### src/hdl/bsg_pkg.sv
// shared types, constants and helpers of the bus syn generator arbiter
// no dependencies
package bsg_pkg;

   localparam int COUNT_W     = 13;
   localparam int CSR_INDEX_W = 3;
   localparam int CSR_DATA_W  = 10;

   localparam logic [CSR_INDEX_W-1:0] CSR_SYN_ENABLE    = 3'd0;
   localparam logic [CSR_INDEX_W-1:0] CSR_FAST_PERIOD   = 3'd1;
   localparam logic [CSR_INDEX_W-1:0] CSR_TIMEOUT_SLACK = 3'd2;
   localparam logic [CSR_INDEX_W-1:0] CSR_OWN_ADDRESS   = 3'd3;
   localparam logic [CSR_INDEX_W-1:0] CSR_SYN_SYMBOL    = 3'd4;

   localparam logic OP_TICK = 1'b0;
   localparam logic OP_BYTE = 1'b1;

   localparam logic [9:0] RESET_BASE_MS      = 10'd40;
   localparam logic [9:0] RESET_TOLERANCE_MS = 10'd0;
   localparam logic [7:0] RESET_OWN_ADDRESS  = 8'd0;
   localparam logic [7:0] RESET_SYN_SYMBOL   = 8'd170;

   localparam logic [COUNT_W-1:0] ADDRESS_MS_FACTOR = COUNT_W'(10);

   typedef struct packed {
      logic       operation;
      logic [7:0] rx_byte;
      logic       request_pending;
      logic [7:0] request_address;
   } req_type;

   typedef struct packed {
      logic       tx_valid;
      logic [7:0] tx_byte;
      logic       event_valid;
      logic [7:0] event_byte;
      logic       event_after_request;
      logic       generator_active;
   } rsp_type;

   typedef struct packed {
      logic       syn_enable;
      logic [9:0] fast_period;
      logic [9:0] timeout_slack;
      logic [7:0] own_address;
      logic [7:0] syn_symbol;
   } cfg_type;

   function automatic logic [COUNT_W-1:0] unique_timeout(
      input logic [9:0] base_ms,
      input logic [7:0] address,
      input logic [9:0] tolerance_ms
   );
      unique_timeout = COUNT_W'(base_ms) + COUNT_W'(address) * ADDRESS_MS_FACTOR
                       + COUNT_W'(tolerance_ms);
   endfunction

   localparam logic [COUNT_W-1:0] RESET_TIMEOUT =
      unique_timeout(RESET_BASE_MS, RESET_OWN_ADDRESS, RESET_TOLERANCE_MS);

endpackage

### src/hdl/bus_syn_generator_arbiter_unit.sv
// a request word waits in the input register, its response in the result register
// throughput: one word per cycle when the response side does not stall, set by the
// input and result registers around the combinational countdown update
// reset: synchronous; clears both stages, the generator flags and reloads the
// countdown with the reset timeout; configuration returns to its reset values
// top level of the bus syn generator arbiter; depends on bsg_pkg and submodules
module bus_syn_generator_arbiter_unit (
   input  logic                            clock,
   input  logic                            reset,
   input  logic                            req_valid,
   output logic                            req_ready,
   input  bsg_pkg::req_type                req_data,
   output logic                            rsp_valid,
   input  logic                            rsp_ready,
   output bsg_pkg::rsp_type                rsp_data,
   input  logic                            csr_valid,
   output logic                            csr_ready,
   input  logic [bsg_pkg::CSR_INDEX_W-1:0] csr_index,
   input  logic [bsg_pkg::CSR_DATA_W-1:0]  csr_wdata
);

   bsg_pkg::cfg_type cfg;
   bsg_pkg::req_type item;
   bsg_pkg::rsp_type result;
   logic             reload, take, advance;

   bsg_csr u_csr (
      .clock     (clock),
      .reset     (reset),
      .csr_valid (csr_valid),
      .csr_ready (csr_ready),
      .csr_index (csr_index),
      .csr_wdata (csr_wdata),
      .cfg       (cfg),
      .reload    (reload)
   );

   bsg_in_stage u_in_stage (
      .clock     (clock),
      .reset     (reset),
      .req_valid (req_valid),
      .req_ready (req_ready),
      .req_data  (req_data),
      .take      (take),
      .advance   (advance),
      .item      (item)
   );

   bsg_engine u_engine (
      .clock   (clock),
      .reset   (reset),
      .advance (advance),
      .item    (item),
      .cfg     (cfg),
      .reload  (reload),
      .result  (result)
   );

   bsg_out_stage u_out_stage (
      .clock     (clock),
      .reset     (reset),
      .advance   (advance),
      .result    (result),
      .take      (take),
      .rsp_valid (rsp_valid),
      .rsp_ready (rsp_ready),
      .rsp_data  (rsp_data)
   );

endmodule

### src/hdl/bsg_csr.sv
// configuration registers of the bus syn generator arbiter
// depends on bsg_pkg
module bsg_csr (
   input  logic                            clock,
   input  logic                            reset,
   input  logic                            csr_valid,
   output logic                            csr_ready,
   input  logic [bsg_pkg::CSR_INDEX_W-1:0] csr_index,
   input  logic [bsg_pkg::CSR_DATA_W-1:0]  csr_wdata,
   output bsg_pkg::cfg_type                cfg,
   output logic                            reload
);

   bsg_pkg::cfg_type cfg_ff, cfg_in;
   logic             write;

   assign csr_ready = 1'b1;
   assign write     = csr_valid & csr_ready;
   assign cfg       = cfg_ff;
   assign reload    = write && (csr_index == bsg_pkg::CSR_SYN_ENABLE)
                      && csr_wdata[0] && !cfg_ff.syn_enable;

   always_comb begin
      cfg_in = cfg_ff;
      if (write) begin
         unique case (csr_index)
            bsg_pkg::CSR_SYN_ENABLE:    cfg_in.syn_enable    = csr_wdata[0];
            bsg_pkg::CSR_FAST_PERIOD:   cfg_in.fast_period   = csr_wdata[9:0];
            bsg_pkg::CSR_TIMEOUT_SLACK: cfg_in.timeout_slack = csr_wdata[9:0];
            bsg_pkg::CSR_OWN_ADDRESS:   cfg_in.own_address   = csr_wdata[7:0];
            bsg_pkg::CSR_SYN_SYMBOL:    cfg_in.syn_symbol    = csr_wdata[7:0];
            default:                    cfg_in               = cfg_ff;
         endcase
      end
   end

   always_ff @(posedge clock) begin
      if (reset) begin
         cfg_ff.syn_enable    <= 1'b0;
         cfg_ff.fast_period   <= bsg_pkg::RESET_BASE_MS;
         cfg_ff.timeout_slack <= bsg_pkg::RESET_TOLERANCE_MS;
         cfg_ff.own_address   <= bsg_pkg::RESET_OWN_ADDRESS;
         cfg_ff.syn_symbol    <= bsg_pkg::RESET_SYN_SYMBOL;
      end else begin
         cfg_ff <= cfg_in;
      end
   end

endmodule

### src/hdl/bsg_in_stage.sv
// input register stage holding one request word
// depends on bsg_pkg
module bsg_in_stage (
   input  logic             clock,
   input  logic             reset,
   input  logic             req_valid,
   output logic             req_ready,
   input  bsg_pkg::req_type req_data,
   input  logic             take,
   output logic             advance,
   output bsg_pkg::req_type item
);

   logic             valid_ff, valid_in;
   bsg_pkg::req_type item_ff;

   assign advance   = valid_ff & take;
   assign req_ready = !valid_ff | take;
   assign item      = item_ff;
   assign valid_in  = (req_valid & req_ready) | (valid_ff & !take);

   always_ff @(posedge clock) begin
      if (reset) begin
         valid_ff <= 1'b0;
      end else begin
         valid_ff <= valid_in;
      end
   end

   always_ff @(posedge clock) begin
      if (req_valid && req_ready) begin
         item_ff <= req_data;
      end
   end

endmodule

### src/hdl/bsg_engine.sv
// countdown, generator state and per-word decision logic
// depends on bsg_pkg
module bsg_engine (
   input  logic             clock,
   input  logic             reset,
   input  logic             advance,
   input  bsg_pkg::req_type item,
   input  bsg_pkg::cfg_type cfg,
   input  logic             reload,
   output bsg_pkg::rsp_type result
);

   logic [bsg_pkg::COUNT_W-1:0] count_ff, count_in, timeout;
   logic                        active_ff, active_in;
   logic                        sent_ff, sent_in;
   logic                        is_syn;

   assign timeout = bsg_pkg::unique_timeout(cfg.fast_period, cfg.own_address,
                                            cfg.timeout_slack);
   assign is_syn  = (item.rx_byte == cfg.syn_symbol);

   always_comb begin
      count_in  = count_ff;
      active_in = active_ff;
      sent_in   = sent_ff;
      result    = '0;
      if (item.operation == bsg_pkg::OP_TICK) begin
         if (cfg.syn_enable) begin
            if (count_ff <= bsg_pkg::COUNT_W'(1)) begin
               active_in      = 1'b1;
               result.tx_valid = 1'b1;
               result.tx_byte  = cfg.syn_symbol;
               count_in       = timeout;
            end else begin
               count_in = count_ff - bsg_pkg::COUNT_W'(1);
            end
         end
      end else begin
         if (active_ff && is_syn) begin
            count_in = bsg_pkg::COUNT_W'(cfg.fast_period);
         end else begin
            active_in = 1'b0;
            count_in  = timeout;
         end
         result.event_valid         = 1'b1;
         result.event_byte          = item.rx_byte;
         result.event_after_request = sent_ff;
         sent_in                    = 1'b0;
         if (is_syn && item.request_pending) begin
            result.tx_valid = 1'b1;
            result.tx_byte  = item.request_address;
            sent_in         = 1'b1;
         end
      end
      result.generator_active = active_in;
   end

   always_ff @(posedge clock) begin
      if (reset) begin
         count_ff  <= bsg_pkg::RESET_TIMEOUT;
         active_ff <= 1'b0;
         sent_ff   <= 1'b0;
      end else if (reload) begin
         count_ff  <= timeout;
         active_ff <= 1'b0;
      end else if (advance) begin
         count_ff  <= count_in;
         active_ff <= active_in;
         sent_ff   <= sent_in;
      end
   end

endmodule

### src/hdl/bsg_out_stage.sv
// result register holding one response word
// depends on bsg_pkg
module bsg_out_stage (
   input  logic             clock,
   input  logic             reset,
   input  logic             advance,
   input  bsg_pkg::rsp_type result,
   output logic             take,
   output logic             rsp_valid,
   input  logic             rsp_ready,
   output bsg_pkg::rsp_type rsp_data
);

   logic             valid_ff, valid_in;
   bsg_pkg::rsp_type data_ff;

   assign take      = !valid_ff | rsp_ready;
   assign rsp_valid = valid_ff;
   assign rsp_data  = data_ff;
   assign valid_in  = advance | (valid_ff & !rsp_ready);

   always_ff @(posedge clock) begin
      if (reset) begin
         valid_ff <= 1'b0;
      end else begin
         valid_ff <= valid_in;
      end
   end

   always_ff @(posedge clock) begin
      if (advance) begin
         data_ff <= result;
      end
   end

endmodule

### config.mk
export PLATFORM = sky130hd
export DESIGN_NAME = bus_syn_generator_arbiter_unit
export DESIGN_NICKNAME = d
export VERILOG_FILES = /design/src/hdl/bsg_pkg.sv /design/src/hdl/bus_syn_generator_arbiter_unit.sv /design/src/hdl/bsg_csr.sv /design/src/hdl/bsg_in_stage.sv /design/src/hdl/bsg_engine.sv /design/src/hdl/bsg_out_stage.sv
export SDC_FILE = /design/constraint.sdc
export NUM_CORES = 1
export LEC_CHECK = 0
export BUFFER_PORTS_ARGS = -buffer_cell sky130_fd_sc_hd__buf_2
export CAP_MARGIN = 20
export CORE_MARGIN = 3
export CORE_UTILIZATION = 53
export DETAILED_ROUTE_END_ITERATION = 10
export GPL_ROUTABILITY_DRIVEN = 0
export PLACE_DENSITY = 0.82
export SYNTH_ARGS = -nofsm -noshare
export SYNTH_HDL_FRONTEND = slang
export SYNTH_SLANG_ARGS = --single-unit
export TNS_END_PERCENT = 1
### constraint.sdc
create_clock -name clock -period 3.76 [get_ports clock]
set_clock_uncertainty 0.2 [all_clocks]
set_input_delay 0.752 -clock clock [delete_from_list [all_inputs] [get_ports clock]]
set_output_delay 0.752 -clock clock [all_outputs]
set_load 0.01 [all_outputs]
After elaboration in Yosys (flattened, before gate mapping)
Cells that the tools add are included.
- bits in registers: 92
- bits of input ports: 36
- output and inout bits: 23
- logic and storage cells: 77
- add/subtract/negate cells: 3
- multiply operators: 1
- magnitude comparators: 1
- eq/ne operators: 5
- multiplexer cells: 16
- bitwise gates (word level): 9
- reductions and logical operators: 22
- operator list (kind ; count):
    2-to-1 mux 13 bit ; 6
    2-to-1 mux 9 bit ; 4
    adder 10 x 12 -> 13 bit ; 1
    adder 13 x 10 -> 13 bit ; 1
    <= comparator 13 x 1 -> 1 bit, second input constant ; 1
    subtractor 13 x 1 -> 13 bit, second input constant ; 1
    AND reduction 2 bit ; 6
    multiplier 8 x 3 -> 11 bit, second input constant ; 1
    2-to-1 mux 10 bit ; 1
    == test 8 bit ; 1
    == test 3 x 2 -> 1 bit, second input constant ; 2
    logical AND 1 bit ; 6
    logical NOT 1 bit ; 5
    2-to-1 mux 1 bit ; 5
    bitwise AND 1 bit ; 4
    bitwise OR 1 bit ; 4
    == test 3 x 1 -> 1 bit, second input constant ; 1
    == test 3 bit, second input constant ; 1
    logical NOT 3 bit ; 1
    AND reduction 3 bit ; 1
    nonzero test 3 bit ; 1
    nonzero test 2 bit ; 1
    OR reduction 2 bit ; 1
    NOT 1 bit ; 1

Depth between registers and ports, before layout
Gate-level depths: netlist of run 1.
- word-level depth: 8
- mapped depth: 16
- gate-level depth less buffers: 16

Cells and area by module
A second synthesis of run 1 with hierarchy kept.
- cell total of the unflattened synthesis: 500
- area, all modules: 5132.4 µm²
- modules (own cells, without submodules) (module ; instances ; cells each ; area an instance (µm²) ; seq. area each (µm²)):
    bsg_engine ; 1 ; 304 ; 2308.5 ; 300.3
    bsg_csr ; 1 ; 148 ; 1574.0 ; 740.7
    bsg_out_stage ; 1 ; 24 ; 646.9 ; 620.6
    bsg_in_stage ; 1 ; 24 ; 603.1 ; 560.5

Worst setup path after synthesis of run 1
Ideal clock, no wire load.
- path type: register -> register
- start: register u_csr.cfg_ff (netlist bit u_csr.cfg[9])
- end: register u_engine.count_ff[10] (netlist bit)
- setup time: 117 ps
- data arrival time: 3553 ps
- data required time: 3443 ps
- slack: -110 ps
- stages on the path, launching flop included: 17
- path buffers: 0
- period minus slack after synthesis: 3870 ps
- cell sequence: dfxtp_1 > ha_1 > ha_1 > inv_1 > fa_1 > nor2b_1 > o21ai_0 > and3_1 > nor2_1 > fa_1 > ha_1 > o21ai_0 > nor3_1 > a211oi_1 > xor2_1 > mux2i_1 > a32o_1
- cells in the longest elaborated chain, start to end: 8
- elaborated cells on any way between the ends: 9
- classes of those cells: add/sub: 2; mul: 1; mux: 6
- RTL lines (what ; line ; source):
    start: declaration ; bsg_csr.sv:14 ; bsg_pkg::cfg_type cfg_ff, cfg_in;
    start signal: assignment ; bsg_csr.sv:45 ; cfg_ff <= cfg_in;
    multiplier 8 x 3 -> 11 bit (*) ; bsg_pkg.sv:54 ; unique_timeout = COUNT_W'(base_ms) + COUNT_W'(address) * ADDRESS_MS_FACTOR
    adder 10 x 12 -> 13 bit (*) ; bsg_pkg.sv:54 ;
    adder 13 x 10 -> 13 bit (*) ; bsg_pkg.sv:55 ; + COUNT_W'(tolerance_ms);
    2-to-1 mux 13 bit ; bsg_engine.sv:29 ; if (count_ff <= bsg_pkg::COUNT_W'(1)) begin
    2-to-1 mux 13 bit ; bsg_engine.sv:28 ; if (cfg.syn_enable) begin
    2-to-1 mux 13 bit ; bsg_engine.sv:27 ; if (item.operation == bsg_pkg::OP_TICK) begin
    2-to-1 mux 13 bit ; bsg_engine.sv:66 ; end else if (advance) begin
    2-to-1 mux 13 bit (*) ; bsg_engine.sv:63 ; end else if (reload) begin
    end signal: assignment ; bsg_engine.sv:60 ; count_ff <= bsg_pkg::RESET_TIMEOUT;
    end signal: assignment ; bsg_engine.sv:64 ; count_ff <= timeout;
    end signal: assignment ; bsg_engine.sv:67 ; count_ff <= count_in;
    end: declaration ; bsg_engine.sv:13 ; logic [bsg_pkg::COUNT_W-1:0] count_ff, count_in, timeout;
Mark *: on every way between the ends. The rest lies on a longest branch, timed or not. The select of a mux whose other input is x is not followed.
A chain may end at the register's enable or synchronous reset.

Final worst setup path of run 1
- start: register u_csr.cfg_ff (netlist bit u_csr.cfg[11])
- end: register u_engine.count_ff[10] (netlist bit)
Same word-level chain as after synthesis.

==> results of run 1 <==
==> through the flow <==
| step | TNS, ps | power, mW | hold slack (ps) | setup slack, ps | util, % |
|---|---|---|---|---|---|
| final | -39.8 | 1.97 | 271 | -39.8 | 64.7 |
| after global routing | -207 | 2.05 | 298 | -202 | 64.7 |
| after CTS | 0 | 1.97 | 269 | 4.62 | 63.7 |
| after detailed placement | -165 | 1.35 | 255 | -165 | 60.8 |
| after global placement | -39.3 | 1.34 | 245 | -39.3 | 60.8 |
| after floorplan | 0 | 1.27 | 221 | 23.3 | - |
==> path summary, 6_finish.rpt <==
check             slack, ps                            endpoint                  startpoint
hold / removal          270          u_csr.cfg[20]$_SDFFE_PP0P_  u_csr.cfg[20]$_SDFFE_PP0P_
setup reg to reg        -40  u_engine.count_ff[10]$_SDFFE_PP0P_  u_csr.cfg[11]$_SDFFE_PP0P_
setup / recovery        -40  u_engine.count_ff[10]$_SDFFE_PP0P_  u_csr.cfg[11]$_SDFFE_PP0P_
hold reg to reg         270          u_csr.cfg[20]$_SDFFE_PP0P_  u_csr.cfg[20]$_SDFFE_PP0P_
==> worst max-delay path: stages, from the launching register on <==
cell and delay (ps):
sky130_fd_sc_hd__dfxtp_2 360, sky130_fd_sc_hd__ha_4 280, sky130_fd_sc_hd__ha_4 130, sky130_fd_sc_hd__inv_2 40, sky130_fd_sc_hd__fa_2 360, sky130_fd_sc_hd__nor2b_2 140, sky130_fd_sc_hd__o21ai_2 90, sky130_fd_sc_hd__a21oi_2 180
sky130_fd_sc_hd__nor2_2 70, sky130_fd_sc_hd__fa_1 590, sky130_fd_sc_hd__ha_4 230, sky130_fd_sc_hd__o21ai_4 180, sky130_fd_sc_hd__nor3_2 60, sky130_fd_sc_hd__a211oi_2 290, sky130_fd_sc_hd__xor2_1 170, sky130_fd_sc_hd__mux2i_1 90
sky130_fd_sc_hd__a32o_1 250
==> cell type report <==
cell class	count	area share, %
flip-flops and latches	92	38.5
well taps	108	2.34
clock inverters	7	1.10
multi-input cells	379	47.3
inverters	28	1.82
clock buffers	9	2.14
repair buffers	71	6.76
==> state kept, by name, indices dropped and copies added, names as in the netlist <==
name                   count
u_engine.sent_ff           1
u_out_stage.rsp_data      20
u_engine.active_ff         1
u_engine.count_ff         13
u_in_stage.valid_ff        1
u_csr.cfg                 37
u_out_stage.rsp_valid      1
u_in_stage.item           18
==> where the power goes <==
part           internal, mW  switching (mW)  total [mW]
combinational        0.0969           0.136       0.233
sequential             1.08          0.0307        1.11
clock                 0.251           0.382       0.633
total                  1.42           0.549        1.97
==> what timing repair did <==
action / CTS / global route
pin swaps: 8 / 14
buffers inserted: 1 / 1
endpoints found under the setup margin: 1 / 6
cloned: 0 / 0
gates resized for setup: 9 / 19
==> per-layer routing <==
metal	vias up	GRT usage, %
li1	1946	-
met1	1900	28.2
met2	155	35.6
met3	26	5.63
met4	0	7.27
met5	-	0
==> layout by cell type (no fill, tap or decap), types with 4 or more instances in the layout <==
cell type                  Yosys  layout
sky130_fd_sc_hd__inv_1        28      27
sky130_fd_sc_hd__edfxtp_1     38      38
sky130_fd_sc_hd__buf_4         2      14
sky130_fd_sc_hd__a21oi_1      43      40
sky130_fd_sc_hd__xor2_1        9       9
sky130_fd_sc_hd__o21ai_0      12       8
sky130_fd_sc_hd__nor2b_1       7       6
sky130_fd_sc_hd__nor2_1       31      30
sky130_fd_sc_hd__buf_2         4      57
sky130_fd_sc_hd__ha_1         25      18
sky130_fd_sc_hd__nor3_1        7       5
sky130_fd_sc_hd__a211oi_1      5       4
sky130_fd_sc_hd__a22o_1        9       9
sky130_fd_sc_hd__ha_4          0       6
sky130_fd_sc_hd__fa_1         11      10
sky130_fd_sc_hd__o21a_1        5       5
sky130_fd_sc_hd__nor4_1        4       4
sky130_fd_sc_hd__clkbuf_8      0       9
sky130_fd_sc_hd__dfxtp_1      54      52
sky130_fd_sc_hd__and2_1       11      11
sky130_fd_sc_hd__nand2_1      97      97
sky130_fd_sc_hd__xnor2_1      17      16
sky130_fd_sc_hd__nand3b_1      6       6
sky130_fd_sc_hd__nand3_1       7       7
==> cell families (layout without fill, tap and decap cells) <==
logic type / after synthesis / count (layout) / share of synthesized area, %
xor+xnor: 26 / 26 / 4.54
compound gates: 108 / 108 / 14.8
simple gates: 205 / 205 / 21.1
fa+ha+maj: 36 / 36 / 10.6
flops: 92 / 92 / 44.3
mux: 3 / 3 / 0.599
buf+inv: 47 / 115 / 3.92
other cells: 1 / 1 / 0.0748
==> results by stage, run 1 <==
Clocking:
- Clock tree synthesis selected as its root buffer the cell sky130_fd_sc_hd__clkbuf_8.
- No sink is reached through more buffers than the 2 on the longest clock path.
- The worst-skew pair later-pin latency is 360 ps.
- The number of buffers created by CTS is 9.
- TritonCTS built the clock tree.
- In this run the number of H-tree levels came out at 3.
- The number of sinks handled by clock tree synthesis is 92.
- The clock-pin slew on the worst setup and hold paths is 100 ps.
- The hold buffer count at cts is 0.

Synth:
- After synthesis, the cell types taking the most area are sky130_fd_sc_hd__edfxtp_1 23%, sky130_fd_sc_hd__dfxtp_1 22%, sky130_fd_sc_hd__nand2_1 7.3%, sky130_fd_sc_hd__ha_1 6.2%, sky130_fd_sc_hd__fa_1 4.4%.
- The yosys synthesis warning count is 0.
- The post-synthesis area per instance is 9.67 um2.
- The share of the Yosys chip area taken by registers is 44.3%.
- Counting every net in the synthesized netlist gives 590.
- In the synthesized netlist, the cells that appear most often are 97 x sky130_fd_sc_hd__nand2_1, 54 x sky130_fd_sc_hd__dfxtp_1, 43 x sky130_fd_sc_hd__a21oi_1, 38 x sky130_fd_sc_hd__edfxtp_1, 31 x sky130_fd_sc_hd__nor2_1.
- The biggest area contributor in the post-synthesis netlist is sky130_fd_sc_hd__edfxtp_1.
- For this run, asynchronously set or reset flops after synthesis account for 0%.
- Summing every instance area after synthesis gives 5010 um2.
- The top cell type's share of synthesized area is 22.8%.
- sky130_fd_sc_hd__nand2_1 is the most common cell in the netlist.
- The synthesized instance count is 518.
- The most instantiated flip-flop cell in the synthesis netlist is sky130_fd_sc_hd__dfxtp_1.
- Yosys mapped a number of flops with a built-in enable equal to 38.
- The number of flip-flops and latches in the synthesized netlist is 92.
- The number of distinct library cells after synthesis is 70.

Worst hold path:
- The tightest min-delay check is of the flop to flop type.
- Counting instances, the worst hold path has a depth of 2.

Run status:
- The final reports fail on negative setup slack.
- The run finished, with violations left.

STA:
- Measured against its own limit, the worst slew margin works out to 45.8%.
- The time the worst path needs with I/O delays and setup is 3800 ps.
- Based on the critical path, the design can be clocked at up to 263 MHz.
- The max-slew violation count is 0.
- At the pin with the least slew margin, the transition time is 810 ps.
- Setup violations remaining at the end of the flow were counted as 1.
- The final critical path takes up 101% of the cycle.
- Setup repair after global routing could not meet its margin everywhere.
- The number of endpoints with negative hold slack in the final report came to 0.
- The post-layout worst setup margin is -39.8 ps.

Floorplan:
- The core box area is 8930 um2.
- The initial utilization of the core area, before any placement, comes to 56.1%.
- The die height is 103 um.
- The area of the die is 10700 um2.
- In this run the core area contains 34 standard-cell rows.
- 59 I/O pins were placed.
- The die is 103 um wide.

Worst setup path:
- STA puts the critical path data required time at 3820 ps.
- STA classifies the critical path endpoint as a flop.
- STA classifies the critical path startpoint as a flop.
- The maximum net fanout on the critical path is 3.
- Measured in cells, the most critical reg-to-reg path has a length of 16.
- The class of the most critical setup path is flop to flop.
- At the worst endpoint, the arrival time is 3860 ps.

GRT:
- The number of global-route vias before repair came to 3818.
- The initial antenna violation count is 0.
- The maximum number of pins on one net before global-route repair is 41.
- The overall track demand over capacity in global routing is 21.7%.
- The first global-routing pass estimated 18100 um of wire.
- For this run the aggregate overflow at the end of global routing stands at 0.

Drt:
- The detailed router put a total of 4800 um of wire on met1.
- After detailed routing, the total wire length is 11600 um.
- For this block, the initial DRC count from the detailed router was 235.
- In this run the remaining antenna-violating nets after routing total 0.
- Using the TritonRoute via totals, the vias-per-cell ratio works out to 5.80.
- The first detailed-routing pass ran for 5 iterations.
- For this run, design rule violations remaining after detail routing come to 0.
- The sum of met2 wire segment lengths after detailed routing is 5730 um.
- In the detailed route, the total length drawn on met3 is 724 um.
- The total via count after detailed routing is 4027.
- The final routed wire length divided by cell count is 16.7 um.
- Routed signal wires occupy layers up through met4.

Power and ir drop:
- The leakage dissipation is 2.27 nW.
- The worst-case IR drop observed on VDD is 0.209 mV.
- The ratio of total power to cell area is 342 nW/um2.

Placement:
- The number of cells after detailed placement is 676.
- The HPWL after detailed placement is 8630 um.
- Summing all placed instances gives a cell area of 5440 um2.
- Port buffering added 57 buffers.

Final layout:
- Summing all multi-input logic gate instances after layout gives 2740 um2.
- In the final layout, the share of cells above drive strength 1 is 22.7%.
- The final layout contains 653 nets.
- The design area is 5780 um2.
- The sequential standard cell area is 2220 um2.
- The count of filler cells inserted in the layout is 696.
- The area growth from synthesis to layout is 15.3%.
- The number of antenna diodes in the final layout is 0.
- The number of cells in the finished layout apart from fillers is 694.

Job:
- The number of max-cap violations is 0.
Power figures use the tool's default switching activity.
==> run 2: changes to the inputs <==
CORE_ASPECT_RATIO = 1.5   (was unset)
CORE_UTILIZATION = 40   (was 53)
PLACE_DENSITY = 0.67   (was 0.82)
==> run 2 against run 1 <==
- the flow now finishes without violations
- largest cell class unchanged
- clock-buffer cell count did not move
- wire length rose by 9.9%
- largest power group unchanged
- critical path type unchanged
- worst setup slack improved by 110 ps
==> results by stage, run 2 (same netlist as run 1, synthesis figures left out) <==
Clocking:
- The number of H-tree levels came to 3 (unchanged).
- The buffer depth of the longest clock path was 2 (unchanged).
- The clock root buffer master is sky130_fd_sc_hd__clkbuf_16.
- The number of sinks handled by clock tree synthesis is 92 (unchanged).
- The clock tree from TritonCTS is yes.
- The worst-skew pair later-pin latency is 350 ps (about the same).
- The clock-pin slew on the worst setup and hold paths came to 70 ps (-30 ps).
- The number of buffers created by CTS is 9 (unchanged).

Worst hold path:
- The beginning of the worst hold path is u_csr.cfg[20]$_SDFFE_PP0P_.
- The hold-critical path depth is 2 (unchanged).
- The worst hold path terminates at u_csr.cfg[20]$_SDFFE_PP0P_.
- The path class of the tightest hold or removal check is flop to flop.

Final layout:
- The share of final-layout standard cells stronger than drive strength 1 is 23.3% (+0.60 points).
- In the layout the commonest cells are 97 x sky130_fd_sc_hd__nand2_1, 57 x sky130_fd_sc_hd__buf_2, 51 x sky130_fd_sc_hd__dfxtp_1.
- The commonest non-fill, non-tap cell in the layout is sky130_fd_sc_hd__nand2_1.
- The area of the multi-input gates came to 2740 um2 (+0.18%).
- The area growth from synthesis to layout is 19.1%.
- The sequential standard cell area is 2230 um2 (+0.17%).
- The net count of the finished layout is 655 (+0.31%).
- The design area came to 5970 um2 (+3.3%).
- The number of diodes came to 0 (unchanged).
- The number of flip-flops in the largest register is 37 (unchanged).
- The count of filler cells inserted in the layout is 1125 (+62%).

Worst setup path:
- The cell family contributing the most delay on the critical path is adder cells.
- The capture point of the worst reg-to-reg path is u_engine.count_ff[10]$_SDFFE_PP0P_.
- The combined buffer and inverter count along the critical path is 1 (unchanged).
- The maximum net fanout on the critical path is 3 (unchanged).
- In this run the critical register-to-register path is launched from u_csr.cfg[11]$_SDFFE_PP0P_.
- The reg2reg setup slack is 70 ps (+110 ps).
- The depth of the worst register-to-register path was 16 (unchanged).
- The worst setup path is captured at a flop.
- The longest individual stage delay on the worst path is 580 ps (about the same).
- The data required time of the critical path is 3800 ps (-20 ps).
- The class of the most critical setup path is flop to flop.
- Among all stages on the critical path, the largest delay is contributed by sky130_fd_sc_hd__fa_1.
- The most repeated library cell on the critical path is sky130_fd_sc_hd__ha_4.
- The startpoint class of the critical path is a flop.
- The endpoint arrival time on the critical path was 3730 ps (-130 ps).
- The critical path goes through ha_4, ha_4, inv_2, fa_2, nor2b_1, o21ai_1, a21oi_2, nor2_2, fa_1, ha_4, o21ai_4, nor3_2, a211oi_2, xor2_1, mux2i_1, a32o_1.

STA:
- The relative slew slack came to 42.4% (-3.4 points).
- The highest clock rate is 271 MHz (+3.0%).
- The share of the cycle needed by the critical path after routing is 98.1% (-2.9 points).
- Setup repair after global routing could not meet its margin everywhere.
- The time the worst path needs with I/O delays and setup is 3690 ps (-110 ps).
- The actual transition at the worst max-transition pin is 861 ps (+51.1 ps).
- The setup violation total in the final timing report was 0 (-1).
- The setup TNS after final layout is 0 ps (+39.8 ps).
- The number of endpoints with negative hold slack in the final report is 0 (unchanged).
- The hold slack was 265 ps (-6.25 ps).
- The max-slew violation count is 0 (unchanged).

Floorplan:
- The core box area is 12100 um2 (+36%).
- The top-level port count is 59 (unchanged).
- The area of the die is 13900 um2 (+31%).
- The die height is 143 um (+39%).
- The floorplan die width is 97.4 um (-5.7%).
- The starting utilization of the core area is 41.3% (-15 points).
- The count of standard-cell rows is 49 (+44%).

Drt:
- The total via count after detailed routing is 3968 (-1.5%).
- The initial detailed-routing violation count is 264 (+12%).
- The DRC violation count after routing is 0 (unchanged).
- The final routed wire length divided by cell count is 17.2 um (+3.0%).
- The sum of routed wire length over all layers is 12700 um (+9.9%).
- The number of detailed-routing iterations run before antenna repair was 5 (unchanged).
- The vias per cell is 5.35 (-7.7%).
- The final antenna-violating net count is 0 (unchanged).

Run status:
- The run finished with clean final reports.

Power and ir drop:
- The ratio of total power to cell area is 375 nW/um2 (+9.7%).
- The leakage dissipation came to 2.33 nW (+2.4%).
- The worst vdd rail ir drop is 0.329 mV (+57%).

Placement:
- The count of input and output buffers was 57 (unchanged).
- The total cell area at the placement stage is 5490 um2 (+0.94%).
- The HPWL after detailed placement was 9630 um (+12%).

GRT:
- The total global routing overflow is 0 (unchanged).
- The maximum number of pins on one net before global-route repair is 29 (-29%).
- The initial antenna violation count is 0 (unchanged).
- The overall track demand over capacity in global routing was 18.0% (-3.7 points).
- The first-pass GRT wire length is 19700 um (+8.9%).
- The number of global-route vias before repair came to 3933 (+3.0%).

Job:
- The number of max-cap violations is 0 (unchanged).
[run 2: what timing repair did]
item / 4_1_cts / 5_1_grt
setup buffers: 1 / 3
resized for setup: 3 / 26
hold buffers: 0 / 0
pin swaps: 3 / 15
setup endpoints to repair: 2 / 5
[run 2: cell type report]
type / count / area share, %
clock buffer: 9 / 3.77
tap: 153 / 3.21
sequential: 92 / 37.3
timing repair buffer: 73 / 6.86
multi-input combinational: 379 / 45.9
clock inverter: 7 / 1.13
inverter: 28 / 1.76
[run 2: worst max path at each step]
stage                                          start                                  to  slack (ps)  depth (start not counted)
final                     u_csr.cfg[11]$_SDFFE_PP0P_  u_engine.count_ff[10]$_SDFFE_PP0P_          70                         16
after floorplan            u_csr.cfg[9]$_SDFFE_PP0P_  u_engine.count_ff[10]$_SDFFE_PP0P_          20                         16
after global placement     u_csr.cfg[9]$_SDFFE_PP0P_  u_engine.count_ff[10]$_SDFFE_PP0P_         -30                         16
after CTS                  u_csr.cfg[9]$_SDFFE_PP0P_   u_engine.count_ff[9]$_SDFFE_PP0P_         -20                         14
after global routing      u_csr.cfg[11]$_SDFFE_PP0P_  u_engine.count_ff[10]$_SDFFE_PP0P_         -40                         16
after detailed placement   u_csr.cfg[9]$_SDFFE_PP0P_  u_engine.count_ff[10]$_SDFFE_PP0P_        -110                         16
[run 2: power breakdown]
| group | switching [mW] | internal [mW] |
|---|---|---|
| Combinational | 0.136 | 0.0978 |
| Sequential | 0.0334 | 1.08 |
| Clock | 0.426 | 0.466 |
| Total | 0.596 | 1.64 |
[run 2: worst min-delay path, delay by kind of cell, from the launching register on]
kind | cells | cell delay [ps]
flops | 1 | 310
simple gates | 1 | 50
compound gates | 1 | 50
[run 2: metrics by stage]
| step | setup WS [ps] | cells | power [mW] | utilization (%) |
|---|---|---|---|---|
| global route | -38.0 | 741 | 2.32 | 49.2 |
| CTS | -22.5 | 737 | 2.24 | 47.8 |
| global placement | -28.9 | 720 | 1.35 | 45.2 |
| floorplan | 23.3 | 518 | 1.27 | - |
| finish | 70.2 | 741 | 2.24 | 49.2 |
| detailed placement | -108 | 720 | 1.35 | 45.2 |
[run 2: metal layers]
layer,vias to the layer above,share of wire (%),global-route usage [%]
li1,1949,-,-
met1,1907,38,19.0
met2,87,57,34.8
met3,25,2.5,2.74
met4,0,3.0,8.24
met5,-,0,0
==> run 3: changes to the inputs <==
BUFFER_PORTS_ARGS = unset   (was -buffer_cell sky130_fd_sc_hd__buf_2)
DONT_BUFFER_PORTS = 1   (was unset)
PLACE_DENSITY = 0.62   (was 0.67)
==> run 3 against run 2 <==
- the flow now finishes with violations (negative setup slack)
- core utilization fell by 2.4 points
- non-clock buffer count is 58 lower
- cell count is 7.8% lower
- critical path depth is the same
- largest power group unchanged
- die area stayed put
- clock power rose by 2.9%
- via count down 5.8%
==> results by stage, run 3 (same netlist as run 1, synthesis figures left out) <==
Power and ir drop:
- The internal power component was 1.68 mW (+2.3%).
- The ratio of total power to cell area came to 391 nW/um2 (+4.2%).
- The net switching component of the power is 0.536 mW (-10%).
- The combinational group share of total power is 8.2% (-2.3 points).
- The portion of total power attributed to the clock network was 41.5% (+1.6 points).
- The share of power burned in registers was 50.4% (+0.8 points).
- The total power draw is 2.21 mW (-0.98%).
- The leakage dissipation is 2.09 nW (-10%).
- The switching fraction of total power is 24.2% (-2.5 points).
- The worst vdd rail ir drop came to 0.265 mV (-19%).

Floorplan:
- The core box area is 12100 um2 (unchanged).
- The die height is 143 um (unchanged).
- The starting utilization of the core area was 41.3% (unchanged).
- The top-level port count is 59 (unchanged).
- The count of standard-cell rows is 49 (unchanged).
- The area of the die was 13900 um2 (unchanged).
- The floorplan die width is 97.4 um (unchanged).

STA:
- The relative slew slack is 34.6% (-7.8 points).
- The number of endpoints with negative hold slack in the final report came to 0 (unchanged).
- The setup violation total in the final timing report is 1 (+1).
- The max-slew violation count is 0 (unchanged).
- The highest clock rate is 265 MHz (-2.0%).
- The post-layout worst setup margin was -6.49 ps (-76.7 ps).
- Setup repair after global routing could not meet its margin everywhere.
- The time the worst path needs with I/O delays and setup is 3770 ps (+76.7 ps).
- The share of the cycle needed by the critical path after routing came to 100% (+2.0 points).
- The actual transition at the worst max-transition pin came to 978 ps (+116 ps).
- The hold slack is 255 ps (-9.77 ps).

Clocking:
- The hold buffer count at cts is 0 (unchanged).
- The number of buffers created by CTS is 9 (unchanged).
- The clock tree from TritonCTS is yes.
- The clock root buffer master is sky130_fd_sc_hd__clkbuf_16.
- The worst-skew pair later-pin latency is 340 ps (about the same).
- The buffer depth of the longest clock path is 2 (unchanged).
- The number of sinks handled by clock tree synthesis came to 92 (unchanged).
- The clock-pin slew on the worst setup and hold paths came to 70 ps (about the same).
- The number of H-tree levels is 3 (unchanged).

Final layout:
- The net count of the finished layout is 597 (-8.9%).
- The sequential standard cell area came to 2230 um2 (unchanged).
- The number of flip-flops in the largest register is 37 (unchanged).
- The core occupancy in the finished layout is 46.7% (-2.4 points).
- The share of final-layout standard cells stronger than drive strength 1 is 14.3% (-9.0 points).
- The design area is 5670 um2 (-5.0%).
- Leaving out fill and tap cells, the most frequent cells in the layout are 97 x sky130_fd_sc_hd__nand2_1, 51 x sky130_fd_sc_hd__dfxtp_1, 41 x sky130_fd_sc_hd__a21oi_1.
- Compared with the post-synthesis result, the final layout area differs by 13.2%.
- The area of the multi-input gates came to 2730 um2 (-0.23%).
- The commonest non-fill, non-tap cell in the layout is sky130_fd_sc_hd__nand2_1.
- The count of filler cells inserted in the layout is 1117 (-0.71%).
- The number of diodes was 0 (unchanged).

Worst setup path:
- The combined buffer and inverter count along the critical path is 1 (unchanged).
- The class of the most critical setup path is flop to flop.
- The signal on the critical path passes through ha_4, ha_4, inv_2, fa_2, nor2b_2, o21ai_2, a21oi_2, nor2_2, fa_1, ha_4, o21ai_4, nor3_2, a211oi_2, xor2_1, mux2i_1, a32o_1.
- The top cell family by delay on the critical path is adder cells.
- The most repeated library cell on the critical path is sky130_fd_sc_hd__ha_4.
- The data required time of the critical path is 3790 ps (about the same).
- The maximum net fanout on the critical path was 3 (unchanged).
- The reg2reg setup slack came to -6 ps (-80 ps).
- The longest individual stage delay on the worst path is 580 ps (about the same).
- The startpoint class of the critical path is a flop.
- The endpoint arrival time on the critical path is 3800 ps (+70 ps).
- STA classifies the critical path endpoint as a flop.
- On the critical path, the stage with the largest delay is an instance of sky130_fd_sc_hd__fa_1.

Placement:
- The total cell area at the placement stage was 5210 um2 (-5.1%).
- The count of input and output buffers is 0 (-100%).
- The HPWL after detailed placement came to 8910 um (-7.5%).
- The setup slack at placement is -206 ps (-97.8 ps).

Drt:
- The sum of routed wire length over all layers is 12000 um (-5.8%).
- The DRC violation count after routing came to 0 (unchanged).
- The vias per cell is 5.47 (+2.2%).
- The final routed wire length divided by cell count is 17.6 um (+2.3%).
- The initial detailed-routing violation count came to 157 (-41%).
- The number of detailed-routing iterations run before antenna repair was 7 (+2).
- The total via count after detailed routing is 3739 (-5.8%).
- The final antenna-violating net count is 0 (unchanged).

Run status:
- The final reports fail on negative setup slack.
- The flow ran to the end, but the final reports show violations.

GRT:
- The total global routing overflow came to 0 (unchanged).
- The overall track demand over capacity in global routing is 17.2% (-0.79 points).
- The number of global-route vias before repair is 3780 (-3.9%).
- The maximum number of pins on one net before global-route repair came to 54 (+86%).
- The initial antenna violation count came to 0 (unchanged).
- The first-pass GRT wire length is 18900 um (-4.0%).

Worst hold path:
- The worst hold path belongs to the class flop to flop.

Job:
- The number of max-cap violations is 0 (unchanged).
run 3: per-stage QoR:
| step | instances | TNS (ps) |
|---|---|---|
| 2_1_floorplan | 518 | 0 |
| 3_3_place_gp | 664 | -81.1 |
| 3_5_place_dp | 664 | -206 |
| 4_1_cts | 682 | 0 |
| 5_1_grt | 683 | -307 |
| 6_report | 683 | -6.49 |
run 3: cell type report:
cell class	instances	area share, %
clock buffers	10	4.04
clock inverters	6	1.24
inverters	28	1.85
multi-input cells	379	48.2
flip-flops and latches	92	39.3
well taps	153	3.38
repair buffers	15	1.99
run 3: tightest hold or removal path, delay by kind of cell (launching register included):
kind            cells  cell delay, ps
flops               1             310
compound gates      1              50
simple gates        1              50
run 3: routing by layer:
metal | global-route usage, % | part of all wire [%]
met5 | 0 | 0
met3 | 3.62 | 4.1
met4 | 8.39 | 3.8
met1 | 18.0 | 39
met2 | 32.5 | 53
run 3: path summary, 6_finish.rpt:
check,startpoint,to,cells after the start
worst max register to register,u_csr.cfg[11]$_SDFFE_PP0P_,u_engine.count_ff[10]$_SDFFE_PP0P_,16
worst min register to register,u_csr.cfg[19]$_SDFFE_PP0P_,u_csr.cfg[19]$_SDFFE_PP0P_,2
worst max-delay path,u_csr.cfg[11]$_SDFFE_PP0P_,u_engine.count_ff[10]$_SDFFE_PP0P_,16
worst min-delay path,u_csr.cfg[19]$_SDFFE_PP0P_,u_csr.cfg[19]$_SDFFE_PP0P_,2
run 3: what timing repair did:
action                     CTS  global route
setup endpoints to repair    2             6
pin swaps                    5            15
setup buffers                2             1
cloned                       0             0
resized for setup            7            21
hold endpoints to repair     0             0
run 3: power by group through the flow:
stage | combinational [mW] | clock [mW] | sequential (mW)
floorplan | 0.146 | 0 | 1.12
global placement | 0.168 | 0 | 1.14
detailed placement | 0.172 | 0 | 1.14
CTS | 0.176 | 0.935 | 1.12
global route | 0.202 | 0.967 | 1.12
finish | 0.181 | 0.918 | 1.12
